<file path="config.mk">
export PLATFORM = sky130hd
export DESIGN_NAME = form_field_value_extractor
export DESIGN_NICKNAME = d
export VERILOG_FILES = /design/src/ffve_pkg.sv /design/src/ffve_front.sv /design/src/ffve_queue.sv /design/src/ffve_back.sv /design/src/form_field_value_extractor.sv
export VERILOG_INCLUDE_DIRS = /design/src /design/src/src
export SDC_FILE = /design/constraint.sdc
export NUM_CORES = 1
export LEC_CHECK = 0
export BUFFER_PORTS_ARGS = -buffer_cell sky130_fd_sc_hd__buf_2
export CAP_MARGIN = 0
export CORE_UTILIZATION = 34
export DETAILED_ROUTE_END_ITERATION = 8
export REMOVE_ABC_BUFFERS = 1
export SLEW_MARGIN = 5
export SYNTH_ARGS = -nofsm -noshare
export SYNTH_HDL_FRONTEND = slang
export SYNTH_SLANG_ARGS = --single-unit
</file>
<file path="constraint.sdc">
create_clock -name aclk -period 11.7 [get_ports aclk]
set_input_delay 2.925 -clock aclk [delete_from_list [all_inputs] [get_ports aclk]]
set_output_delay 2.925 -clock aclk [all_outputs]
set_load 0.02 [all_outputs]
</file>
<file path="src/assert_macros.svh">
// Assertion macros shared by the form field extractor modules.
// Depends on nothing; included by the files that carry assertions.
`ifndef ASSERT_MACROS_SVH
`define ASSERT_MACROS_SVH

// Condition must hold at every clock edge out of reset.
`define ASSERT_ALWAYS(lbl, clk, rstn, cond) \
    lbl: assert property (@(posedge clk) disable iff (!rstn) (cond)) \
        else $error("assertion failed: condition does not hold");

// When ante holds, cons must hold in the same cycle.
`define ASSERT_IMPL(lbl, clk, rstn, ante, cons) \
    lbl: assert property (@(posedge clk) disable iff (!rstn) (ante) |-> (cons)) \
        else $error("assertion failed: implication does not hold");

`endif

</file>
<file path="src/ffve_pkg.sv">
// Shared types, character codes and helpers for the form field extractor.
// Depends on nothing; imported by every module of the block.
package ffve_pkg;

    // Characters with a meaning in a url-encoded body
    localparam logic [7:0] CHAR_PCT   = 8'h25;
    localparam logic [7:0] CHAR_PLUS  = 8'h2B;
    localparam logic [7:0] CHAR_AMP   = 8'h26;
    localparam logic [7:0] CHAR_EQ    = 8'h3D;
    localparam logic [7:0] CHAR_SPACE = 8'h20;

    // Configuration register indexes
    localparam logic [1:0] CFG_KEY_BYTES   = 2'd0;
    localparam logic [1:0] CFG_KEY_LENGTH  = 2'd1;
    localparam logic [1:0] CFG_VALUE_LIMIT = 2'd2;

    // Result kinds and status codes
    localparam logic       KIND_VALUE  = 1'b0;
    localparam logic       KIND_STATUS = 1'b1;
    localparam logic [1:0] ST_OK        = 2'd0;
    localparam logic [1:0] ST_NOT_FOUND = 2'd1;
    localparam logic [1:0] ST_EMPTY     = 2'd2;

    // Queue between front and back
    localparam int QUEUE_DEPTH = 2;

    // All results caused by one input byte
    typedef struct packed {
        logic [1:0]      nval;        // decoded value bytes, 0..3
        logic [2:0][7:0] vals;        // value bytes, first in vals[0]
        logic            has_status;  // end-of-body status follows the values
        logic [1:0]      status;
    } ffve_entry_t;

    // Queue fill flags seen by front and back
    typedef struct packed {
        logic full;
        logic empty;
    } ffve_qstat_t;

    function automatic logic is_hex(input logic [7:0] c);
        return (c >= 8'h30 && c <= 8'h39) || (c >= 8'h61 && c <= 8'h66) ||
               (c >= 8'h41 && c <= 8'h46);
    endfunction

    function automatic logic [3:0] hex_val(input logic [7:0] c);
        logic [7:0] d;
        d = 8'h00;
        if (c >= 8'h30 && c <= 8'h39) begin
            d = c - 8'h30;
        end else if (c >= 8'h61 && c <= 8'h66) begin
            d = c - 8'h57;
        end else if (c >= 8'h41 && c <= 8'h46) begin
            d = c - 8'h37;
        end
        return d[3:0];
    endfunction

endpackage

</file>
<file path="src/ffve_front.sv">
// Front end: configuration registers, key matcher and value decoder.
// Turns each accepted body byte into at most one queue entry. Uses ffve_pkg.
module ffve_front
    import ffve_pkg::*;
#(
    parameter int MAX_KEY_BYTES   = 8,
    parameter int MAX_VALUE_BYTES = 512
) (
    input  logic        aclk,
    input  logic        aresetn,
    input  logic        s_tvalid,
    output logic        s_tready,
    input  logic [7:0]  s_tdata,     // body_byte
    input  logic        s_tlast,     // end_of_body
    input  logic        cfg_valid,
    output logic        cfg_ready,
    input  logic [1:0]  cfg_index,
    input  logic [63:0] cfg_data,
    input  ffve_qstat_t q_stat,
    output logic        push,
    output ffve_entry_t push_entry
);

    localparam int CNT_W = $clog2(MAX_VALUE_BYTES);
    localparam int LIM_W = (CNT_W > 9) ? CNT_W : 9;

    localparam logic [1:0] MODE_MATCH = 2'd0;
    localparam logic [1:0] MODE_SKIP  = 2'd1;
    localparam logic [1:0] MODE_VALUE = 2'd2;
    localparam logic [1:0] MODE_DONE  = 2'd3;

    localparam logic [1:0] PH_NONE  = 2'd0;
    localparam logic [1:0] PH_PCT   = 2'd1;
    localparam logic [1:0] PH_DIGIT = 2'd2;

    logic [63:0]      key_bytes_reg;
    logic [3:0]       key_length_reg;
    logic [8:0]       value_limit_reg;

    logic [1:0]       mode_reg, mode_next;
    logic [3:0]       kpos_reg, kpos_next;
    logic [1:0]       phase_reg, phase_next;
    logic [7:0]       held_reg, held_next;
    logic [CNT_W-1:0] count_reg, count_next;
    logic             found_reg, found_next;

    logic             accept;
    logic [3:0]       klen;
    logic [7:0]       key_ch;
    logic [LIM_W-1:0] lim;
    logic [LIM_W-1:0] room;
    logic [1:0]       nacc;
    logic [1:0]       ncand;
    logic [2:0][7:0]  cand;
    logic [1:0]       status;

    assign cfg_ready = 1'b1;
    assign s_tready  = !q_stat.full;
    assign accept    = s_tvalid && s_tready;

    // Configuration registers, to be written only while idle; the block does not enforce it
    always_ff @(posedge aclk) begin
        if (!aresetn) begin
            key_bytes_reg   <= 64'd0;
            key_length_reg  <= 4'd1;
            value_limit_reg <= 9'd511;
        end else if (cfg_valid && cfg_ready) begin
            case (cfg_index)
                CFG_KEY_BYTES:   key_bytes_reg   <= cfg_data;
                CFG_KEY_LENGTH:  key_length_reg  <= cfg_data[3:0];
                CFG_VALUE_LIMIT: value_limit_reg <= cfg_data[8:0];
                default: ;
            endcase
        end
    end

    // Effective key length, current key character and output limit
    always_comb begin
        logic [LIM_W-1:0] vl;
        logic [LIM_W-1:0] cap;
        klen   = (key_length_reg > 4'(MAX_KEY_BYTES)) ? 4'(MAX_KEY_BYTES) : key_length_reg;
        key_ch = key_bytes_reg[{kpos_reg[2:0], 3'b000} +: 8];
        vl     = (value_limit_reg == 9'd0) ? LIM_W'(1) : LIM_W'(value_limit_reg);
        cap    = LIM_W'(MAX_VALUE_BYTES - 1);
        lim    = (vl > cap) ? cap : vl;
    end

    // Scan and decode one byte: next state plus candidate value bytes
    always_comb begin
        logic plain;
        mode_next  = mode_reg;
        kpos_next  = kpos_reg;
        phase_next = phase_reg;
        held_next  = held_reg;
        found_next = found_reg;
        cand       = '0;
        ncand      = 2'd0;
        plain      = 1'b1;
        case (mode_reg)
            MODE_MATCH: begin
                if (kpos_reg < klen) begin
                    if (s_tdata == key_ch) begin
                        kpos_next = kpos_reg + 4'd1;
                    end else if (s_tdata == CHAR_AMP) begin
                        kpos_next = 4'd0;
                    end else begin
                        mode_next = MODE_SKIP;
                    end
                end else if (s_tdata == CHAR_EQ) begin
                    found_next = 1'b1;
                    mode_next  = MODE_VALUE;
                end else if (s_tdata == CHAR_AMP) begin
                    kpos_next = 4'd0;
                end else begin
                    mode_next = MODE_SKIP;
                end
            end
            MODE_SKIP: begin
                if (s_tdata == CHAR_AMP) begin
                    mode_next = MODE_MATCH;
                    kpos_next = 4'd0;
                end
            end
            MODE_VALUE: begin
                // pending escape: complete it or flush it literally
                if (phase_reg == PH_PCT) begin
                    if (is_hex(s_tdata)) begin
                        held_next  = s_tdata;
                        phase_next = PH_DIGIT;
                        plain      = 1'b0;
                    end else begin
                        cand[ncand] = CHAR_PCT;
                        ncand       = ncand + 2'd1;
                        phase_next  = PH_NONE;
                    end
                end else if (phase_reg == PH_DIGIT) begin
                    if (is_hex(s_tdata)) begin
                        cand[ncand] = {hex_val(held_reg), hex_val(s_tdata)};
                        ncand       = ncand + 2'd1;
                        phase_next  = PH_NONE;
                        plain       = 1'b0;
                    end else begin
                        cand[ncand] = CHAR_PCT;
                        ncand       = ncand + 2'd1;
                        cand[ncand] = held_reg;
                        ncand       = ncand + 2'd1;
                        phase_next  = PH_NONE;
                    end
                end
                if (plain) begin
                    if (s_tdata == CHAR_PCT) begin
                        phase_next = PH_PCT;
                    end else if (s_tdata == CHAR_PLUS) begin
                        cand[ncand] = CHAR_SPACE;
                        ncand       = ncand + 2'd1;
                    end else if (s_tdata == CHAR_AMP) begin
                        mode_next = MODE_DONE;
                    end else begin
                        cand[ncand] = s_tdata;
                        ncand       = ncand + 2'd1;
                    end
                end
            end
            default: ;
        endcase
        // escape still open at end of body goes out literally
        if (s_tlast && mode_next == MODE_VALUE) begin
            if (phase_next != PH_NONE) begin
                cand[ncand] = CHAR_PCT;
                ncand       = ncand + 2'd1;
            end
            if (phase_next == PH_DIGIT) begin
                cand[ncand] = held_next;
                ncand       = ncand + 2'd1;
            end
        end
    end

    // Output limit: keep only the prefix that still fits
    always_comb begin
        room       = (LIM_W'(count_reg) >= lim) ? '0 : lim - LIM_W'(count_reg);
        nacc       = (room >= LIM_W'(ncand)) ? ncand : room[1:0];
        count_next = count_reg + CNT_W'(nacc);
        if (!found_next) begin
            status = ST_NOT_FOUND;
        end else if (count_next == '0) begin
            status = ST_EMPTY;
        end else begin
            status = ST_OK;
        end
    end

    assign push_entry.nval       = nacc;
    assign push_entry.vals       = cand;
    assign push_entry.has_status = s_tlast;
    assign push_entry.status     = status;
    assign push                  = accept && (nacc != 2'd0 || s_tlast);

    // Scan state; end of body returns everything to reset
    always_ff @(posedge aclk) begin
        if (!aresetn) begin
            mode_reg  <= MODE_MATCH;
            kpos_reg  <= 4'd0;
            phase_reg <= PH_NONE;
            held_reg  <= 8'd0;
            count_reg <= '0;
            found_reg <= 1'b0;
        end else if (accept) begin
            if (s_tlast) begin
                mode_reg  <= MODE_MATCH;
                kpos_reg  <= 4'd0;
                phase_reg <= PH_NONE;
                held_reg  <= 8'd0;
                count_reg <= '0;
                found_reg <= 1'b0;
            end else begin
                mode_reg  <= mode_next;
                kpos_reg  <= kpos_next;
                phase_reg <= phase_next;
                held_reg  <= held_next;
                count_reg <= count_next;
                found_reg <= found_next;
            end
        end
    end

endmodule

</file>
<file path="src/ffve_queue.sv">
// Two-entry queue of result entries between front and back.
// Uses ffve_pkg and assert_macros.svh.
`include "assert_macros.svh"

module ffve_queue
    import ffve_pkg::*;
(
    input  logic        aclk,
    input  logic        aresetn,
    input  logic        push,
    input  ffve_entry_t push_entry,
    input  logic        pop,
    output ffve_entry_t head,
    output ffve_qstat_t q_stat
);

    localparam int PTR_W = $clog2(QUEUE_DEPTH);
    localparam int CNT_W = $clog2(QUEUE_DEPTH + 1);

    ffve_entry_t      slots_reg [QUEUE_DEPTH];
    logic [PTR_W-1:0] wr_ptr_reg;
    logic [PTR_W-1:0] rd_ptr_reg;
    logic [CNT_W-1:0] count_reg;

    assign head         = slots_reg[rd_ptr_reg];
    assign q_stat.full  = (count_reg == CNT_W'(QUEUE_DEPTH));
    assign q_stat.empty = (count_reg == '0);

    // Entry storage
    always_ff @(posedge aclk) begin
        if (push) begin
            slots_reg[wr_ptr_reg] <= push_entry;
        end
    end

    // Pointers and fill count
    always_ff @(posedge aclk) begin
        if (!aresetn) begin
            wr_ptr_reg <= '0;
            rd_ptr_reg <= '0;
            count_reg  <= '0;
        end else begin
            if (push) begin
                wr_ptr_reg <= (wr_ptr_reg == PTR_W'(QUEUE_DEPTH - 1)) ? '0 : wr_ptr_reg + 1'b1;
            end
            if (pop) begin
                rd_ptr_reg <= (rd_ptr_reg == PTR_W'(QUEUE_DEPTH - 1)) ? '0 : rd_ptr_reg + 1'b1;
            end
            if (push && !pop) begin
                count_reg <= count_reg + 1'b1;
            end else if (pop && !push) begin
                count_reg <= count_reg - 1'b1;
            end
        end
    end

    `ASSERT_IMPL(a_no_push_full, aclk, aresetn, push, !q_stat.full)
    `ASSERT_IMPL(a_no_pop_empty, aclk, aresetn, pop, !q_stat.empty)

endmodule

</file>
<file path="src/ffve_back.sv">
// Back end: unpacks queue entries into one result beat each.
// Holds the output register. Uses ffve_pkg and assert_macros.svh.
`include "assert_macros.svh"

module ffve_back
    import ffve_pkg::*;
(
    input  logic        aclk,
    input  logic        aresetn,
    input  ffve_entry_t head,
    input  ffve_qstat_t q_stat,
    output logic        pop,
    output logic        m_tvalid,
    input  logic        m_tready,
    output logic [15:0] m_tdata,     // value_byte [7:0], status [9:8], zero [15:10]
    output logic        m_tuser,     // result_kind
    output logic        m_tlast      // last_of_run
);

    logic [1:0]  idx_reg;
    logic        valid_reg;
    logic [7:0]  byte_reg;
    logic [1:0]  status_reg;
    logic        kind_reg;
    logic        last_reg;

    logic        load;
    logic [2:0]  total;
    logic        is_last;
    logic        is_value;

    assign load     = !q_stat.empty && (!valid_reg || m_tready);
    assign total    = {1'b0, head.nval} + {2'b00, head.has_status};
    assign is_last  = ({1'b0, idx_reg} + 3'd1) == total;
    assign is_value = idx_reg < head.nval;
    assign pop      = load && is_last;

    // Walk through the head entry one result per beat
    always_ff @(posedge aclk) begin
        if (!aresetn) begin
            idx_reg   <= 2'd0;
            valid_reg <= 1'b0;
        end else begin
            if (load) begin
                idx_reg   <= is_last ? 2'd0 : idx_reg + 2'd1;
                valid_reg <= 1'b1;
            end else if (m_tready) begin
                valid_reg <= 1'b0;
            end
        end
    end

    // Output payload
    always_ff @(posedge aclk) begin
        if (load) begin
            kind_reg   <= is_value ? KIND_VALUE : KIND_STATUS;
            byte_reg   <= is_value ? head.vals[idx_reg] : 8'd0;
            status_reg <= is_value ? ST_OK : head.status;
            last_reg   <= is_last;
        end
    end

    assign m_tvalid = valid_reg;
    assign m_tdata  = {6'd0, status_reg, byte_reg};
    assign m_tuser  = kind_reg;
    assign m_tlast  = last_reg;

    `ASSERT_IMPL(a_status_is_last, aclk, aresetn, m_tvalid && m_tuser == KIND_STATUS, m_tlast)
    `ASSERT_IMPL(a_head_not_blank, aclk, aresetn, !q_stat.empty, total != 3'd0)

endmodule

</file>
<file path="src/form_field_value_extractor.sv">
// Url-encoded form field value extractor.
// The s_ channel takes one body byte per beat, tlast on the final byte of a body.
// The m_ channel gives decoded value bytes (tuser 0) and one end-of-body status
// (tuser 1: ok, key not found, empty value); tlast marks the last result that
// a given input byte caused. A byte may cause no result, or up to four when an
// escape is flushed at the end of a body.
// The cfg channel writes key_bytes (0), key_length (1) and value_limit (2), which
// the user writes only while the block is idle (not enforced); cfg_ready is always high.
// A result reaches m_ from its input beat through a queue slot and the output register.
// Throughput: one input byte per cycle while each byte causes at most one
// result and m_tready stays high; an input causing k results gives k output beats,
// and the two-entry queue between the decoder and the output stage sets how
// long the input can run ahead before s_tready drops.
// When the receiver stalls, the output beat holds, the queue fills and then
// s_tready goes low. Reset clears the scan state and the queue and loads the
// register defaults; no clearing pass is needed.
// Depends on ffve_pkg, ffve_front, ffve_queue and ffve_back.
module form_field_value_extractor
    import ffve_pkg::*;
#(
    parameter int MAX_KEY_BYTES   = 8,
    parameter int MAX_VALUE_BYTES = 512
) (
    input  logic        aclk,
    input  logic        aresetn,
    input  logic        s_tvalid,
    output logic        s_tready,
    input  logic [7:0]  s_tdata,     // body_byte [7:0]
    input  logic        s_tlast,     // end_of_body
    output logic        m_tvalid,
    input  logic        m_tready,
    output logic [15:0] m_tdata,     // value_byte [7:0], status [9:8], zero [15:10]
    output logic        m_tuser,     // result_kind
    output logic        m_tlast,     // last_of_run
    input  logic        cfg_valid,
    output logic        cfg_ready,
    input  logic [1:0]  cfg_index,
    input  logic [63:0] cfg_data
);

    ffve_qstat_t q_stat;
    ffve_entry_t push_entry;
    ffve_entry_t head;
    logic        push;
    logic        pop;

    ffve_front #(
        .MAX_KEY_BYTES   (MAX_KEY_BYTES),
        .MAX_VALUE_BYTES (MAX_VALUE_BYTES)
    ) u_front (
        .aclk       (aclk),
        .aresetn    (aresetn),
        .s_tvalid   (s_tvalid),
        .s_tready   (s_tready),
        .s_tdata    (s_tdata),
        .s_tlast    (s_tlast),
        .cfg_valid  (cfg_valid),
        .cfg_ready  (cfg_ready),
        .cfg_index  (cfg_index),
        .cfg_data   (cfg_data),
        .q_stat     (q_stat),
        .push       (push),
        .push_entry (push_entry)
    );

    ffve_queue u_queue (
        .aclk       (aclk),
        .aresetn    (aresetn),
        .push       (push),
        .push_entry (push_entry),
        .pop        (pop),
        .head       (head),
        .q_stat     (q_stat)
    );

    ffve_back u_back (
        .aclk     (aclk),
        .aresetn  (aresetn),
        .head     (head),
        .q_stat   (q_stat),
        .pop      (pop),
        .m_tvalid (m_tvalid),
        .m_tready (m_tready),
        .m_tdata  (m_tdata),
        .m_tuser  (m_tuser),
        .m_tlast  (m_tlast)
    );

endmodule
</file>
==> results by group, run 1 <==
Floorplanning
  • IO Pins: a little over 100
  • # rows: 62
  • Core ar.: 28900 um2
  • Initial Utilization: 34.7%
  • Height of the die: 174 um
  • Die area: around 30000 um2
  • Chip Width: 174 um

Pwr
  • Sequential group share of total power: 44.8%
  • Leakage: 4.06 nW
  • Logic pwr share: 22.7%
  • Total power: between 1.5 and 2 mW
  • P_int: 1.19 mW
  • Power per standard cell area: 151 nW/um2
  • Peak supply drop: 0.0726 mV
  • Clock network power share: 32.5%
  • Net Switching: 517 uW
  • Switching Share: 30.3%

Cells and area
  • Max reg flops: 64
  • Layout cells sized above 1: 17.2%
  • Syn-to-layout area delta: 13.0%
  • Most frequent cells in the layout: nand2_1, dfxtp_1, buf_2, a21boi_0, edfxtp_1
  • Layout Cells excl Fill: ~1500
  • # nets final: around 1200
  • Commonest non-fill, non-tap cell in the layout: nand2_1
  • Design Area, Final: 11300 um2
  • Finished Core Util: slightly below 40%

Synth
  • Post-Synth XOR/XNOR Area: between 2 and 2.5%
  • Top-area cell type share of the netlist area: about 22%
  • Cells after synthesis: 1058
  • Main combinational cell family by area after synthesis: simple AND/OR/NAND/NOR gates
  • Register area share after synthesis: 43.2%
  • Fraction of registers with async set/reset: 0%
  • Yosys cell types: 87
  • Cell area after synthesis: ~10000 um2
  • Cell taking the most area after synthesis: dfxtp_1
  • Ys flop type: dfxtp_1
  • Syn Area/Cell: 9.46 um2
  • Adder-cell share of the synthesized area: 4.90%
  • Proportion of synthesized area in mux cells: between 8 and 9%
  • Simple-Gate Fraction of Synth Area: 19.3%
  • YS warnings: 0
  • Post-synth EDFFs: 70
  • Top post-synthesis cells by area: dfxtp_1, edfxtp_1, nand2_1
  • Compound-Gate Fraction of Synth Area: 16.9%
  • Yosys reg bits: 181

Clock tree
  • Clk root buf: clkbuf_16
  • Clk sinks: 181
  • CTS tree: done
  • H-tree levels: 4
  • CTS Buf Count: 17
  • Post_cts resized: 0
  • CTS clock-pin slew for the worst setup and hold paths: 0.07 ns
  • Max Buffers Root-to-Sink: 2
  • Worst-skew pair later-pin latency: approximately 0.43 ns
  • Postcts setup bufs: 0
  • Cts hold-fix bufs: 0

Run status
  • Status: complete, no violations

Worst setup path
  • Worst EP required: 11.91 ns
  • Crit end category: register
  • Reg-to-Reg End: u_queue.slots_reg[1][1]
  • Critical Path Slowest Stage Cell: a2111o_1
  • CP max stage delay: 0.51 ns
  • Critical path launch point: s_tdata[1]
  • Critical path's most frequent cell: ha_1
  • Largest delay share family, worst path: compound AO/OA/AOI/OAI gates
  • Reg2reg start: u_front.phase_reg[1]
  • Critical path peak fanout: 10
  • WP buf/inv: 4
  • Arrival @ worst endpoint: 9.21 ns
  • Startpoint types: primary input
  • Setup Crit Path Kind: in -> reg
  • R2R Setup Slk: between 5 and 6 ns
  • R2R cell count: 23

Min path
  • Hold Path Sink: u_front.key_bytes_reg[15]
  • Cells on Worst Hold Path: 2
  • Worst min-delay path class: reg -> reg
  • Hold Crit Start: u_front.key_bytes_reg[15]

Timing
  • Slew @ Worst Pin: 0.929 ns
  • Max Clk Rate: 0.111 GHz
  • Final setup viols: 0
  • Final worst path period need: 9.00 ns
  • Clk_skew: 0.0161 ns
  • Final Max Slew Viols: 0
  • Fin. Hold Viols: 0
  • Post-route clock period utilization: a little under 80%
  • Worst hold slack: roughly 0.46 ns
  • Fin Setup TNS: 0 ns
  • Slew headroom: 37.6%
  • Setup WS post-layout: 2.70 ns
  • RSZ-0062 raised after global routing: false

Placement
  • GP Congestion: roughly 0.93
  • Detailed placement HPWL: about 17000 um
  • Placed cells: 1474
  • Port Buffers: 93
  • DP Worst Slack: 2.29 ns
  • Placed Area: between 10000 and 15000 um2

Route
  • WL/cell: ~16 um
  • Vias per inst: 5.09
  • Drt total wl: 23600 um
  • DRC: 0
  • Post-DRT Antenna Nets: 0
  • DR vias: 7686
  • Initial drt markers: 565
  • Initial DRT Pass Iterations: 5

Global route
  • Antenna violations before repair: 4
  • First-pass GRT wire length: 38900 um
  • Largest net degree at the start of global routing: 83
  • Total GRT Usage: 16.0%
  • Total global routing overflow: 0
  • Vias in the first global route: 7431

Run
  • # Max-Cap Violations: 0
==> worst reg2reg max path: cells and delay by family, from the launching register on <==
family | cells | cell delay [ns]
and+or+nand+nor | 7 | 1.35
AOI/OAI and AO/OA | 8 | 2.02
adders and majority gates | 5 | 1.59
muxes | 1 | 0.23
buffers and inverters | 2 | 0.23
DFF | 1 | 0.62
==> cell usage after synthesis, types with 10 or more instances <==
| library cell | count |
|---|---|
| a21oi_1 | 28 |
| mux4_2 | 24 |
| o22ai_1 | 18 |
| nor2_1 | 64 |
| dfxtp_1 | 111 |
| clkbuf_1 | 50 |
| nor3_1 | 16 |
| inv_1 | 33 |
| nor2b_1 | 23 |
| edfxtp_1 | 70 |
| o21ai_0 | 29 |
| a21boi_0 | 70 |
| ha_1 | 36 |
| mux2i_1 | 20 |
| xnor2_1 | 20 |
| nand2b_1 | 13 |
| buf_1 | 10 |
| nand2_1 | 206 |
| mux2_2 | 10 |
| nand3_1 | 22 |
| a22oi_1 | 21 |
| and2_1 | 14 |
==> power groups by stage <==
stage	sequential (mW)	clock [mW]	combinational, mW
floorplan	0.816	0	0.235
global placement	0.780	0	0.387
detailed placement	0.782	0	0.392
CTS	0.767	0.571	0.393
global route	0.774	0.591	0.433
finish	0.766	0.555	0.388
==> worst max path at each step <==
stage                              end  depth (start not counted)  slack (ns)
2_1_floorplan  u_queue.slots_reg[0][0]                         19        3.09
3_3_place_gp   u_queue.slots_reg[0][1]                         27        2.65
3_5_place_dp   u_queue.slots_reg[1][1]                         27        2.29
4_1_cts        u_queue.slots_reg[1][1]                         27        2.75
5_1_grt        u_queue.slots_reg[0][1]                         27        2.15
6_report       u_queue.slots_reg[1][1]                         27        2.70
==> cell type report <==
| type | count | area, um2 |
|---|---|---|
| antenna | 3 | 7.51 |
| clock buffer | 19 | 464 |
| clock inverter | 13 | 110 |
| fill | 2921 | 17500 |
| inverter | 35 | 131 |
| multi-input combinational | 772 | 5260 |
| sequential | 181 | 4320 |
| tap | 384 | 480 |
| timing repair buffer | 102 | 533 |
==> cells by family after synthesis <==
family,after synthesis
and+or+nand+nor,409
AOI/OAI and AO/OA,236
DFF,181
buffers and inverters,110
muxes,54
adders and majority gates,38
xor gates and xnor gates,28
other,2
==> per-layer routing <==
metal | wire (um) | GRT usage [%] | vias up
li1 | - | - | 3853
met1 | 11300 | 21.5 | 3608
met2 | 10800 | 25.6 | 183
met3 | 1090 | 3.44 | 38
met4 | 441 | 5.12 | 4
met5 | 22 | 0 | -
Power figures use the tool's default switching activity.
==> run 2: changes to the inputs <==
- clock period: 11.7 -> 9.2 ns (I/O delays scaled with it)
==> results by group, run 2 (synthesis results as in run 1) <==
Timing
  • Post-route clock period utilization: 89.9%
  • Slew @ Worst Pin: 1.01 ns (was 0.929 ns)
  • Worst hold slack: 0.463 ns (was 0.460 ns)
  • Setup WS post-layout: 0.926 ns (was 2.70 ns)
  • Slew headroom: 32.4% (was 37.6%)
  • Max Clk Rate: 0.121 GHz
  • Fin Setup TNS: 0 ns (unchanged)
  • Fin. Hold Viols: 0 (unchanged)
  • RSZ-0062 raised after global routing: false (unchanged)
  • Final Max Slew Viols: 0 (unchanged)
  • Clk_skew: 0.0151 ns (was 0.0161 ns)
  • Final setup viols: 0 (unchanged)
  • Final worst path period need: 8.27 ns

Cells and area
  • Most frequent cells in the layout: nand2_1, dfxtp_1, buf_2, a21boi_0, edfxtp_1 (unchanged)
  • Layout Cells excl Fill: 1509 (unchanged)
  • Commonest non-fill, non-tap cell in the layout: nand2_1 (unchanged)
  • Max reg flops: 64 (unchanged)
  • Design Area, Final: 11300 um2 (about the same)
  • Finished Core Util: 39.1% (was 39.2%)
  • FILL cells: 2897 (was 2921)
  • # nets final: 1228 (was 1227)
  • Layout cells sized above 1: 17.2% (about the same)
  • Syn-to-layout area delta: 12.8% (was 13.0%)

Placement
  • Placed cells: 1475 (was 1474)
  • DP Worst Slack: 0.508 ns (was 2.29 ns)
  • Port Buffers: 93 (unchanged)
  • Detailed placement HPWL: 17400 um (was 17200 um)
  • GP Congestion: 0.904 (was 0.927)
  • Placed Area: 10700 um2 (about the same)

Min path
  • Worst min-delay path class: reg -> reg (unchanged)

Worst setup path
  • Setup Crit Path Kind: in -> reg (unchanged)
  • Worst EP required: 9.43 ns (was 11.91 ns)
  • Critical path's most frequent cell: ha_1 (unchanged)
  • WP buf/inv: 4 (unchanged)
  • Critical path peak fanout: 10 (unchanged)
  • Arrival @ worst endpoint: 8.50 ns (was 9.21 ns)
  • Startpoint types: primary input (unchanged)
  • Largest delay share family, worst path: compound AO/OA/AOI/OAI gates (unchanged)
  • Crit end category: register (unchanged)
  • CP max stage delay: 0.50 ns (was 0.51 ns)
  • Critical Path Slowest Stage Cell: a2111o_1 (unchanged)

Pwr
  • Sequential group share of total power: 44.8% (about the same)
  • Net Switching: 651 uW (was 517 uW)
  • P_int: 1.52 mW (was 1.19 mW)
  • Switching Share: 29.9% (was 30.3%)
  • Peak supply drop: 0.0907 mV (was 0.0726 mV)
  • Leakage: 4.06 nW (about the same)
  • Power per standard cell area: 193 nW/um2 (was 151 nW/um2)
  • Total power: 2.17 mW (was 1.71 mW)
  • Clock network power share: 32.6% (was 32.5%)
  • Logic pwr share: 22.6% (was 22.7%)

Clock tree
  • Post_cts resized: 0 (unchanged)
  • CTS Buf Count: 17 (unchanged)
  • CTS clock-pin slew for the worst setup and hold paths: 0.07 ns (about the same)
  • Postcts setup bufs: 0 (unchanged)
  • CTS tree: done (unchanged)
  • Clk root buf: clkbuf_16 (unchanged)
  • Max Buffers Root-to-Sink: 2 (unchanged)
  • H-tree levels: 4 (unchanged)
  • Cts hold-fix bufs: 0 (unchanged)
  • Worst-skew pair later-pin latency: 0.43 ns (about the same)
  • Clk sinks: 181 (unchanged)

Route
  • Drt total wl: 23900 um (was 23600 um)
  • DR vias: 7685 (was 7686)
  • Initial drt markers: 513 (was 565)
  • Vias per inst: 5.09 (about the same)
  • DRC: 0 (unchanged)
  • WL/cell: 15.8 um (was 15.7 um)
  • Initial DRT Pass Iterations: 7 (was 5)
  • Post-DRT Antenna Nets: 0 (unchanged)

Floorplanning
  • Core ar.: 28900 um2 (unchanged)
  • Chip Width: 174 um (unchanged)
  • # rows: 62 (unchanged)
  • Die area: 30100 um2 (unchanged)
  • Height of the die: 174 um (unchanged)
  • Initial Utilization: 34.7% (unchanged)
  • IO Pins: 101 (unchanged)

Global route
  • Vias in the first global route: 7588 (was 7431)
  • GR peak layer: met2 (unchanged)
  • Routing usage on met3: 3.77% (was 3.44%)
  • Met2 global-route usage: 27.2% (was 25.6%)
  • Total global routing overflow: 0 (unchanged)
  • First-pass GRT wire length: 39400 um (was 38900 um)
  • GR Util met1: 21.0% (was 21.5%)
  • Antenna violations before repair: 3 (was 4)
  • Largest net degree at the start of global routing: 63 (was 83)
  • Total GRT Usage: 16.3% (was 16.0%)

Run
  • # Max-Cap Violations: 0 (unchanged)

Run status
  • Status: complete, no violations (unchanged)
run 2: cell types whose count changed in the layout (fill, tap and decap cells not counted), sizes merged:
cell      delta
buf          +1
diode        -1
clkinv       -2
bufinv       +1
inv          -2
clkbuf       +2
clkinvlp     +1
run 2: power by group through the flow:
stage | combinational, mW | sequential, mW | clock (mW)
final | 0.492 | 0.973 | 0.709
after global routing | 0.545 | 0.982 | 0.757
after CTS | 0.497 | 0.975 | 0.729
after detailed placement | 0.494 | 0.993 | 0
after global placement | 0.490 | 0.991 | 0
after floorplan | 0.299 | 1.04 | 0
run 2: final timing paths:
path,start,endpoint,slack (ns),cells after the start
worst min register to register,u_front.key_bytes_reg[17],u_front.key_bytes_reg[17],0.46,2
worst min-delay path,u_front.key_bytes_reg[17],u_front.key_bytes_reg[17],0.46,2
worst max register to register,u_front.phase_reg[1],u_queue.slots_reg[1][1],2.98,23
worst max-delay path,s_tdata[1],u_queue.slots_reg[1][1],0.93,27
run 2: final cells by class:
class | instances | area, um2 | area share, %
Multi-Input combinational cell | 772 | 5250 | 46.5
Sequential cell | 181 | 4320 | 38.3
Timing Repair Buffer | 103 | 541 | 4.79
Tap cell | 384 | 480 | 4.25
Clock buffer | 21 | 450 | 3.99
Inverter | 35 | 131 | 1.16
Clock inverter | 11 | 113 | 0.997
Antenna cell | 2 | 5.00 | 0.0443
run 2: worst min-delay path: stages (launching register included):
cell,delay (ns)
dfxtp_1,0.31
nand2_1,0.04
a21boi_0,0.06
run 2: routing by layer:
layer	part of all wire [%]	vias to the layer above
met2	47	176
met3	4.3	28
li1	-	3863
met4	1.5	2
met1	47	3616
met5	0.042	-
==> run 3: changes to the inputs <==
- BUFFER_PORTS_ARGS: -buffer_cell sky130_fd_sc_hd__buf_2 -> -buffer_cell sky130_fd_sc_hd__clkbuf_2
- clock period: 9.2 -> 8 ns (I/O delays scaled with it)
==> results by group, run 3 (synthesis results as in run 1) <==
Timing
  • Final worst path period need: 7.55 ns
  • Max Clk Rate: 0.132 GHz
  • RSZ-0062 raised after global routing: false (unchanged)
  • Final Max Slew Viols: 0 (unchanged)
  • Fin Setup TNS: 0 ns (unchanged)
  • Post-route clock period utilization: 94.4%
  • Slew headroom: 31.8% (was 32.4%)
  • Clk_skew: 0.0115 ns (was 0.0151 ns)
  • Slew @ Worst Pin: 1.02 ns (was 1.01 ns)
  • Fin. Hold Viols: 0 (unchanged)
  • Final setup viols: 0 (unchanged)

Global route
  • Antenna violations before repair: 0 (was 3)
  • Largest net degree at the start of global routing: 102 (was 63)
  • Total GRT Usage: 16.6% (was 16.3%)
  • First-pass GRT wire length: 40200 um (was 39400 um)
  • Total global routing overflow: 0 (unchanged)
  • Vias in the first global route: 7609 (was 7588)

Route
  • Post-DRT Antenna Nets: 0 (unchanged)
  • DR vias: 7760 (was 7685)
  • Routed wl met3: 1150 um (was 1020 um)
  • Vias per inst: 5.12 (was 5.09)
  • Initial DRT Pass Iterations: 5 (was 7)
  • WL met2: 11500 um (was 11200 um)
  • Initial drt markers: 420 (was 513)
  • Drt total wl: 24400 um (was 23900 um)
  • WL/cell: 16.1 um (was 15.8 um)
  • Top Layer Used: met4 (was met5)
  • DRC: 0 (unchanged)
  • Post-Route M1 WL: 11400 um (was 11300 um)

Worst setup path
  • Arrival @ worst endpoint: 7.79 ns (was 8.50 ns)
  • R2R cell count: 24 (was 23)
  • Setup Crit Path Kind: in -> reg (unchanged)
  • Reg2reg start: u_front.phase_reg[0] (was u_front.phase_reg[1])
  • Critical Path Slowest Stage Cell: or3_1 (was a2111o_1)
  • R2R Setup Slk: 1.96 ns (was 2.98 ns)
  • Crit end category: register (unchanged)
  • Reg-to-Reg End: u_queue.slots_reg[0][1] (was u_queue.slots_reg[1][1])
  • Startpoint types: primary input (unchanged)
  • Critical path's most frequent cell: ha_1 (unchanged)
  • Critical path peak fanout: 8 (was 10)
  • Worst EP required: 8.24 ns (was 9.43 ns)
  • Critical path launch point: s_tdata[4] (was s_tdata[1])
  • CP max stage delay: 0.54 ns (was 0.50 ns)
  • CP endpoint: u_queue.slots_reg[0][1] (was u_queue.slots_reg[1][1])

Placement
  • Detailed placement HPWL: 17700 um (was 17400 um)
  • Port Buffers: 93 (unchanged)
  • Placed cells: 1484 (was 1475)
  • GP Congestion: 0.894 (was 0.904)

Clock tree
  • Max Buffers Root-to-Sink: 2 (unchanged)
  • Clk root buf: clkbuf_16 (unchanged)
  • H-tree levels: 4 (unchanged)
  • Cts hold-fix bufs: 0 (unchanged)
  • CTS Buf Count: 17 (unchanged)
  • Clk sinks: 181 (unchanged)
  • CTS clock-pin slew for the worst setup and hold paths: 0.07 ns (about the same)
  • Postcts setup bufs: 0 (unchanged)
  • CTS tree: done (unchanged)
  • Worst-skew pair later-pin latency: 0.43 ns (about the same)

Floorplanning
  • Initial Utilization: 34.7% (unchanged)
  • Die area: 30100 um2 (unchanged)
  • Height of the die: 174 um (unchanged)
  • # rows: 62 (unchanged)
  • Chip Width: 174 um (unchanged)
  • IO Pins: 101 (unchanged)
  • Core ar.: 28900 um2 (unchanged)

Pwr
  • P_int: 1.77 mW (was 1.52 mW)
  • Power per standard cell area: 221 nW/um2 (was 193 nW/um2)
  • Clock network power share: 32.7% (was 32.6%)
  • Net Switching: 755 uW (was 651 uW)
  • Total power: 2.52 mW (was 2.17 mW)
  • Switching Share: 30.0% (was 29.9%)
  • Leakage: 4.13 nW (was 4.06 nW)
  • Peak supply drop: 0.132 mV (was 0.0907 mV)
  • Logic pwr share: 22.8% (was 22.6%)
  • Sequential group share of total power: 44.4% (was 44.8%)

Cells and area
  • Syn-to-layout area delta: 13.8% (was 12.8%)
  • Most frequent cells in the layout: nand2_1, dfxtp_1, clkbuf_2, a21boi_0, edfxtp_1 (was nand2_1, dfxtp_1, buf_2, a21boi_0, edfxtp_1)
  • Multi-input logic area: 5270 um2 (was 5250 um2)
  • Commonest non-fill, non-tap cell in the layout: nand2_1 (unchanged)
  • Register area: 4320 um2 (unchanged)
  • Max reg flops: 64 (unchanged)
  • # nets final: 1237 (was 1228)
  • FILL cells: 2910 (was 2897)
  • Diodes inserted: 0 (was 2)
  • Layout Cells excl Fill: 1516 (was 1509)
  • Layout cells sized above 1: 18.2% (was 17.2%)

Run status
  • Status: complete, no violations (unchanged)

Min path
  • Worst min-delay path class: reg -> reg (unchanged)

Run
  • # Max-Cap Violations: 0 (unchanged)
-- run 3: cell types whose count changed in the layout (fill, tap and decap cells not counted), sizes merged --
cell      previous run  this run
clkbuf              21       112
buf                103        19
diode                2         0
bufinv               1         2
clkinvlp             2         3
-- run 3: area by class of cell --
type,instances,area share [%]
flip-flops and latches,181,38.0
inverters,35,1.15
clock buffers,19,3.80
multi-input cells,772,46.2
well taps,384,4.22
clock inverters,13,1.19
repair buffers,112,5.45
-- run 3: layer usage --
layer / GRT usage (%) / vias up
li1: - / 3861
met1: 22.1 / 3677
met2: 27.4 / 190
met3: 3.55 / 32
met4: 4.06 / 0
met5: 0 / -
-- run 3: power groups by stage --
stage	sequential (mW)	clock, mW	combinational (mW)
5_1_grt	1.13	0.879	0.636
3_3_place_gp	1.14	0	0.575
4_1_cts	1.12	0.848	0.584
6_report	1.12	0.825	0.575
2_1_floorplan	1.19	0	0.344
3_5_place_dp	1.14	0	0.582
-- run 3: what timing repair did --
item | CTS | global route
endpoints found under the hold margin | 0 | 0
endpoints found under the setup margin | 0 | 2
resized for setup | 0 | 4
-- run 3: worst min path at each step --
stage                                 to  depth (start not counted)  slack [ns]                      start
2_1_floorplan  u_front.key_length_reg[0]                          2        0.43  u_front.key_length_reg[0]
6_report       u_front.key_bytes_reg[60]                          2        0.46  u_front.key_bytes_reg[60]
5_1_grt        u_front.key_bytes_reg[29]                          2        0.48  u_front.key_bytes_reg[29]
3_5_place_dp   u_front.key_bytes_reg[16]                          2        0.46  u_front.key_bytes_reg[16]
3_3_place_gp           u_front.found_reg                          2        0.45          u_front.found_reg
4_1_cts        u_front.key_bytes_reg[16]                          2        0.47  u_front.key_bytes_reg[16]
-- run 3: worst max-delay path: cells and delay by family --
kind,cells,cell delay [ns]
adders and majority gates,5,1.48
and+or+nand+nor,9,2.18
xor gates and xnor gates,1,0.20
buffers and inverters,3,0.40
muxes,1,0.20
AOI/OAI and AO/OA,6,1.35
-- run 3: per-stage QoR --
step	area [um2]	worst slack (ns)	hold slack (ns)	utilization (%)
5_1_grt	11400	0.0560	0.483	39.5
3_3_place_gp	10800	0.133	0.448	37.4
3_5_place_dp	10800	-0.153	0.458	37.4
2_1_floorplan	9700	0.311	0.435	-
4_1_cts	11400	0.293	0.469	39.4
6_report	11400	0.448	0.464	39.5
